`config.mk`:
```
export PLATFORM = sky130hd
export DESIGN_NAME = bidirectional_beam_counter_unit
export DESIGN_NICKNAME = d
export VERILOG_FILES = /design/src/rtl/bbc_pkg.sv /design/src/rtl/bbc_debounce.sv /design/src/rtl/bidirectional_beam_counter_unit.sv
export SDC_FILE = /design/constraint.sdc
export NUM_CORES = 1
export LEC_CHECK = 0
export BUFFER_PORTS_ARGS = -buffer_cell sky130_fd_sc_hd__buf_2
export CORE_UTILIZATION = 50
export CTS_BUF_LIST = sky130_fd_sc_hd__clkbuf_4 sky130_fd_sc_hd__clkbuf_8
export DETAILED_ROUTE_END_ITERATION = 10
export PLACE_DENSITY = 0.77
export RECOVER_POWER = 100
export SKIP_LAST_GASP = 1
export SLEW_MARGIN = 15
export SYNTH_ARGS = -nofsm -noshare
export SYNTH_HDL_FRONTEND = slang
export SYNTH_SLANG_ARGS = --single-unit
```
`constraint.sdc`:
```
create_clock -name clk -period 9.15 [get_ports clk]
set_input_delay 2.2875 -clock clk [delete_from_list [all_inputs] [get_ports clk]]
set_output_delay 2.2875 -clock clk [all_outputs]
set_load 0.05 [all_outputs]
```
`src/rtl/bbc_pkg.sv`:
```
`default_nettype none
package bbc_pkg;

	localparam int COUNT_BITS = 8;
	localparam int INTEG_BITS = 8;
	localparam int BAR_LEDS   = 5;
	localparam int CFG_BITS   = 8;
	localparam int IDX_BITS   = 8;
	localparam int CMP_BITS   = (INTEG_BITS > CFG_BITS ? INTEG_BITS : CFG_BITS) + 1;

	localparam logic [COUNT_BITS-1:0] COUNT_MAX = {COUNT_BITS{1'b1}};
	localparam logic [INTEG_BITS-1:0] INTEG_MAX = {INTEG_BITS{1'b1}};

	localparam logic [CFG_BITS-1:0] DEBOUNCE_RESET = CFG_BITS'(4);
	localparam logic [CFG_BITS-1:0] ALARM_RESET    = CFG_BITS'(4);

	typedef enum logic [IDX_BITS-1:0] {
		REG_DEBOUNCE_LIMIT = IDX_BITS'(0),
		REG_ALARM_ABOVE    = IDX_BITS'(1)
	} reg_idx_t;

	typedef enum logic [1:0] {
		ZONE_NONE = 2'd0,
		ZONE_A    = 2'd1,
		ZONE_BOTH = 2'd2,
		ZONE_B    = 2'd3
	} zone_t;

	typedef struct packed {
		logic [INTEG_BITS-1:0] integ;
		logic                  level;
	} beam_state_t;

	typedef struct packed {
		logic beam_a_hit;
		logic beam_b_hit;
	} in_item_t;

	typedef struct packed {
		logic [COUNT_BITS-1:0] occupancy;
		logic                  entry_seen;
		logic                  exit_seen;
		logic                  pass_error;
		logic                  capacity_alarm;
		logic [BAR_LEDS-1:0]   level_bar;
		logic [1:0]            zone_code;
		logic                  clean_a;
		logic                  clean_b;
	} out_item_t;

endpackage
`default_nettype wire

```
`src/rtl/bbc_debounce.sv`:
```
`default_nettype none
module bbc_debounce (
	input  wire logic                         hit,
	input  wire logic [bbc_pkg::CFG_BITS-1:0] limit,
	input  wire bbc_pkg::beam_state_t         cur,
	output bbc_pkg::beam_state_t              nxt
);
	import bbc_pkg::*;

	logic [INTEG_BITS-1:0] v;
	logic [CMP_BITS-1:0]   v_ext;
	logic [CMP_BITS-1:0]   lim_ext;
	logic [CMP_BITS-1:0]   cur_ext;

	always_comb begin
		cur_ext = CMP_BITS'(cur.integ);
		lim_ext = CMP_BITS'(limit);
		v = cur.integ;
		if (!hit) begin
			if (cur.integ != '0)
				v = cur.integ - INTEG_BITS'(1);
		end else if ((cur_ext < lim_ext) && (cur.integ != INTEG_MAX)) begin
			v = cur.integ + INTEG_BITS'(1);
		end
		v_ext = CMP_BITS'(v);
		nxt.integ = v;
		nxt.level = cur.level;
		if (v == '0)
			nxt.level = 1'b0;
		else if (v_ext >= lim_ext)
			nxt.level = 1'b1;
	end

endmodule
`default_nettype wire

```
`src/rtl/bidirectional_beam_counter_unit.sv`:
```
// Bidirectional beam people counter.
// The input channel (in_valid, in_stall, in_data) carries one sample tick per
// transaction with the raw levels of the two beams. The output channel
// (out_valid, out_stall, out_data) returns exactly one result per sample: the
// occupancy count, the entry, exit and error events of the pass that just
// ended, the capacity alarm, the thermometer bar, the zone code and both
// debounced levels.
// A sample is processed in the cycle it is accepted; its result is registered
// in the output register, or in the skid register if the output register
// still holds a result. Throughput is one sample per cycle while in_stall is low.
// A two-entry output stage (output register plus a skid register) lets a
// sample be accepted while the previous result waits; in_stall rises only
// when both entries hold results that the receiver has not taken.
// The configuration channel (cfg_valid, cfg_ready, cfg_index, cfg_data) is
// always ready; index 0 sets the debounce limit and index 1 the alarm
// threshold. Other indexes are ignored.
// Reset clears the integrators, levels, zone tracking and count, empties the
// output stage, and sets both registers to 4.
`default_nettype none
module bidirectional_beam_counter_unit (
	input  wire logic                         clk,
	input  wire logic                         arst_n,
	input  wire logic                         in_valid,
	output logic                              in_stall,
	input  wire bbc_pkg::in_item_t            in_data,
	output logic                              out_valid,
	input  wire logic                         out_stall,
	output bbc_pkg::out_item_t                out_data,
	input  wire logic                         cfg_valid,
	output logic                              cfg_ready,
	input  wire logic [bbc_pkg::IDX_BITS-1:0] cfg_index,
	input  wire logic [bbc_pkg::CFG_BITS-1:0] cfg_data
);
	import bbc_pkg::*;

	logic [CFG_BITS-1:0]   debounce_limit_q;
	logic [CFG_BITS-1:0]   alarm_above_q;
	beam_state_t           beam_a_q;
	beam_state_t           beam_b_q;
	beam_state_t           beam_a_n;
	beam_state_t           beam_b_n;
	zone_t                 zone_now_q;
	zone_t                 zone_first_q;
	zone_t                 zone_next;
	zone_t                 zone_now_n;
	zone_t                 zone_first_n;
	logic [COUNT_BITS-1:0] count_q;
	logic [COUNT_BITS-1:0] count_n;
	logic                  entry;
	logic                  leave;
	logic                  err;
	logic                  alarm;
	logic [BAR_LEDS-1:0]   bar;
	out_item_t             result;
	out_item_t             out_q;
	out_item_t             skid_q;
	logic                  out_valid_q;
	logic                  skid_valid_q;
	logic                  in_fire;
	logic                  out_fire;

	assign cfg_ready = 1'b1;
	assign in_stall  = skid_valid_q;
	assign out_valid = out_valid_q;
	assign out_data  = out_q;
	assign in_fire   = in_valid && !skid_valid_q;
	assign out_fire  = out_valid_q && !out_stall;

	bbc_debounce u_deb_a (
		.hit   (in_data.beam_a_hit),
		.limit (debounce_limit_q),
		.cur   (beam_a_q),
		.nxt   (beam_a_n)
	);

	bbc_debounce u_deb_b (
		.hit   (in_data.beam_b_hit),
		.limit (debounce_limit_q),
		.cur   (beam_b_q),
		.nxt   (beam_b_n)
	);

	always_comb begin
		unique case ({beam_a_n.level, beam_b_n.level})
			2'b10:   zone_next = ZONE_A;
			2'b11:   zone_next = ZONE_BOTH;
			2'b01:   zone_next = ZONE_B;
			default: zone_next = ZONE_NONE;
		endcase

		zone_now_n   = zone_now_q;
		zone_first_n = zone_first_q;
		count_n      = count_q;
		entry        = 1'b0;
		leave        = 1'b0;
		err          = 1'b0;
		if (zone_next != zone_now_q) begin
			if (zone_now_q == ZONE_NONE)
				zone_first_n = zone_next;
			if (zone_next == ZONE_NONE) begin
				priority if (zone_now_q == ZONE_B && zone_first_q == ZONE_A) begin
					entry = 1'b1;
					if (count_q != COUNT_MAX)
						count_n = count_q + COUNT_BITS'(1);
				end else if (zone_now_q == ZONE_A && zone_first_q == ZONE_B) begin
					leave = 1'b1;
					if (count_q != '0)
						count_n = count_q - COUNT_BITS'(1);
				end else if (zone_now_q == ZONE_BOTH || zone_first_q == ZONE_BOTH) begin
					err = 1'b1;
				end else begin
					err = 1'b0;
				end
				zone_first_n = ZONE_NONE;
			end
			zone_now_n = zone_next;
		end

		alarm = (32'(count_n) > 32'(alarm_above_q)) && (count_q < count_n);

		for (int i = 0; i < BAR_LEDS; i++)
			bar[i] = 32'(count_n) > i;

		result.occupancy      = count_n;
		result.entry_seen     = entry;
		result.exit_seen      = leave;
		result.pass_error     = err;
		result.capacity_alarm = alarm;
		result.level_bar      = bar;
		result.zone_code      = zone_now_n;
		result.clean_a        = beam_a_n.level;
		result.clean_b        = beam_b_n.level;
	end

	always_ff @(posedge clk or negedge arst_n) begin
		if (!arst_n) begin
			debounce_limit_q <= DEBOUNCE_RESET;
			alarm_above_q    <= ALARM_RESET;
		end else if (cfg_valid && cfg_ready) begin
			if (cfg_index == REG_DEBOUNCE_LIMIT)
				debounce_limit_q <= cfg_data;
			else if (cfg_index == REG_ALARM_ABOVE)
				alarm_above_q <= cfg_data;
		end
	end

	always_ff @(posedge clk or negedge arst_n) begin
		if (!arst_n) begin
			beam_a_q     <= '0;
			beam_b_q     <= '0;
			zone_now_q   <= ZONE_NONE;
			zone_first_q <= ZONE_NONE;
			count_q      <= '0;
		end else if (in_fire) begin
			beam_a_q     <= beam_a_n;
			beam_b_q     <= beam_b_n;
			zone_now_q   <= zone_now_n;
			zone_first_q <= zone_first_n;
			count_q      <= count_n;
		end
	end

	always_ff @(posedge clk or negedge arst_n) begin
		if (!arst_n) begin
			out_valid_q  <= 1'b0;
			skid_valid_q <= 1'b0;
		end else if (skid_valid_q) begin
			if (out_fire)
				skid_valid_q <= 1'b0;
		end else if (in_fire) begin
			if (!out_valid_q || out_fire)
				out_valid_q <= 1'b1;
			else
				skid_valid_q <= 1'b1;
		end else if (out_fire) begin
			out_valid_q <= 1'b0;
		end
	end

	always_ff @(posedge clk) begin
		if (skid_valid_q) begin
			if (out_fire)
				out_q <= skid_q;
		end else if (in_fire) begin
			if (!out_valid_q || out_fire)
				out_q <= result;
			else
				skid_q <= result;
		end
	end

endmodule
`default_nettype wire
```
==> results.ini <==
[place]
dpl.cell_count = 865
dp_hpwl_um = 10900
port-buffer-count = 45
gp_congestion = 0.919

[logic_synthesis]
ys.warnings.count = 0
syn_avg_cell_area_um2 = 9.28
yosys_most_used_dff = dfrtp_1
ys_seq_elements = 90
syn-instance-count = 678
synth_edf_count = 42
async_reset_ff_share_pct = 53.3
syn-cell-area_mm2 = 0.00629
synth.distinct_cells = 86
yosysSeqAreaShare_pct = 39.2
syn_nets = 752

[setup_path]
start_kind = input pin
crit_path_end_kind = register
critPathMaxFanout = 14
required_ns = 9.29
worstSetupPathType = in -> reg
rr_startpoint = beam_a_q[2]
startpoint = in_data[0]
rrSetupSlack_ns = 1.11
cp.arrival_ns = 8.66

[clocking]
cts_hold_buf = 0
cts_tree = yes
cts_htree_levels = 3
cts-root-buf = clkbuf_8
cts_buffer_depth = 2
cts_sinks = 90
clk_latency_ns = 0.38
post-cts-setup-buffers = 0
cts_buffers = 9
cts_resized = 0
clkSlewWorstSetupHoldPaths_ns = 0.09

[global_route]
grt.overflow.total = 0
grt_usage_pct = 24.0
antenna_found_initial = 0
grt_pass1_vias = 4989
grt_pass1_wl_um = 24500
grt_max_degree = 49

[hold_path]
hold_class = reg -> reg
min_from = alarm_above_q[5]

[sta]
hold_viol = 0
period_minus_slack_ns = 8.52
clock_skew_ns = 0.0128
tns_ns = 0
fin_crit_sh_pct = 93.1
final_max_slew_viol_count = 110
rsz0062_at_grt = false
fmax_ghz = 0.117
setup_viol = 0
slew_headroom_pct = -84.0
worst_pin_slew_ns = 2.76

[power_and_ir_drop]
power_uw = 2050
p_sw_share_pct = 48.6
leakagePower_uw = 0.00291
power.switching_uw = 999
ir_drop_uv = 143
power_density_mw_per_mm2 = 306
p_seq_share_pct = 34.5
pwr-share-comb_pct = 52.1
clkPwrFrac_pct = 13.3
internal-power_uw = 1050

[floorplan]
io-pin-count = 47
die_y_um = 114
die-area_mm2 = 0.0130
die_w_um = 114
start_util_pct = 51.7
placementRows = 40
coreArea_mm2 = 0.0122

[detailed_routing]
first_pass_iters = 5
routed_wl_um = 14600
ant_nets = 0
remaining_drc_errors = 0
vias = 5203
drtIter0Drc = 338
avgViaCountPerCell = 5.91
wl_per_cell_um = 16.6

[cells_and_area]
nNetsFinal = 782
nFillCells = 1102
diodes = 0
syn_to_final_growth_pct = 6.50
drive_gt1_share_pct = 11.4
stdcell_count = 881
fin_util_pct = 55.1

[run_status]
outcome = complete, but fails checks
violations = max-capacitance violations, max-slew violations

[run]
cap_violations = 3

-- Yosys cell counts, drive strengths merged (5+ instances only) --
master	instances	area share [%]
or3	7	0.78
a211oi	13	1.6
o21ai	54	4.5
and3	11	1.1
nand2	89	5.3
xnor2	8	1.4
nor4	10	1.2
edfxtp	42	20
nor3	24	2.1
mux2	14	2.5
nand3	17	1.4
inv	49	3.0
and2	6	0.62
a21o	15	1.8
a21oi	30	2.6
buf	12	1.6
ha	51	10
nand4	10	0.99
clkbuf	18	1.1
dfrtp	46	18
nor2b	8	0.80
o31ai	6	0.93
mux2i	5	0.99
nor2	48	3.0
nand2b	8	0.80
-- path summary, 6_finish.rpt --
| path | endpoint | cells after the start |
|---|---|---|
| min in group asynchronous | beam_b_q[2] | 2 |
| worst min-delay path | alarm_above_q[5] | 1 |
| max in group asynchronous | beam_a_q[0] | 2 |
| worst max-delay path | out_data[9] | 20 |
| worst max register to register | out_data[9] | 30 |
| worst min register to register | alarm_above_q[5] | 1 |
-- kinds of logic (layout without fill, tap and decap cells) --
kind of cell               after synthesis  in the layout  share of synthesized area, %
xor gates and xnor gates                11             11                          1.83
buffers and inverters                   82            117                          5.77
and+or+nand+nor                        250            250                          20.0
DFF                                     90             90                          39.2
adders and majority gates               52             52                          10.3
muxes                                   19             19                          3.50
AOI/OAI and AO/OA                      173            173                          19.4
other                                    1              1                        0.0596
-- critical path, cell delays in order --
cell and delay [ns]:
buf_2 0.25, clkinv_1 0.28, o311ai_0 0.58, ha_1 0.33, nand2b_1 0.15, a21o_1 0.18, a21o_1 0.17, a211oi_1 0.23
o21ai_0 0.16, and2_0 0.28, o31ai_4 0.16, ha_1 0.40, xnor2_2 0.23, and2_0 0.20, a32o_1 0.38, nor2_1 0.52
mux2i_1 0.90, xnor2_1 0.18, or4_1 0.52, a32o_1 0.26
-- power by group through the flow --
stage                     clock network [uW]  registers (uW)  logic (uW)
final                                    274             709        1070
after detailed placement                   0             714        1100
after CTS                                280             706        1100
after floorplan                            0             800         759
after global placement                     0             712        1070
after global routing                     293             728        1190
-- routing by layer --
| layer | track usage, % | part of all wire, % | up-vias |
|---|---|---|---|
| li1 | - | - | 2533 |
| met1 | 30.9 | 45 | 2482 |
| met2 | 40.4 | 48 | 160 |
| met3 | 3.34 | 4.6 | 28 |
| met4 | 10.7 | 2.2 | 0 |
| met5 | 0 | 0 | - |
-- registers in the layout, summed over array words and instances (netlist names) --
signal	cells
debounce_limit_q	8
beam_a_q	9
alarm_above_q	8
count_q	8
skid_q	21
in_stall	1
zone_now_q	2
beam_b_q	9
zone_first_q	2
out_data	21
out_valid	1
-- through the flow --
stage | cell area (um^2) | setup WS, ns | hold WS [ns]
global route | 6700 | 0.201 | 0.534
CTS | 6790 | 0.541 | 0.518
floorplan | 6290 | 1.09 | 0.465
detailed placement | 6600 | 0.146 | 0.497
finish | 6700 | 0.630 | 0.517
global placement | 6600 | 0.488 | 0.491
-- cell usage in the layout (no fill, tap or decap), types with 5 or more instances in the layout --
cell type	synthesis	layout
a211oi_1	13	13
a21o_1	15	15
a21oi_1	27	27
and3_1	9	9
buf_2	3	21
clkbuf_1	18	28
clkbuf_8	0	9
dfrtp_1	46	46
edfxtp_1	42	42
ha_1	51	51
inv_1	45	45
mux2_2	14	14
mux2i_1	4	5
nand2_1	89	89
nand2b_1	8	8
nand3_1	17	17
nand4_1	10	10
nor2_1	47	48
nor2b_1	8	8
nor3_1	23	24
nor4_1	9	9
o21ai_0	50	51
o31ai_1	5	5
or3_1	6	6
xnor2_1	7	6
-- final cells by class --
type	instances	area [um^2]	area share (%)
well taps	168	210	3.14
flip-flops and latches	90	2460	36.8
clock inverters	7	70.1	1.05
inverters	52	198	2.95
clock buffers	9	124	1.85
multi-input cells	506	3430	51.1
repair buffers	49	210	3.14
Note: power is estimated with default switching activity, not from simulation.
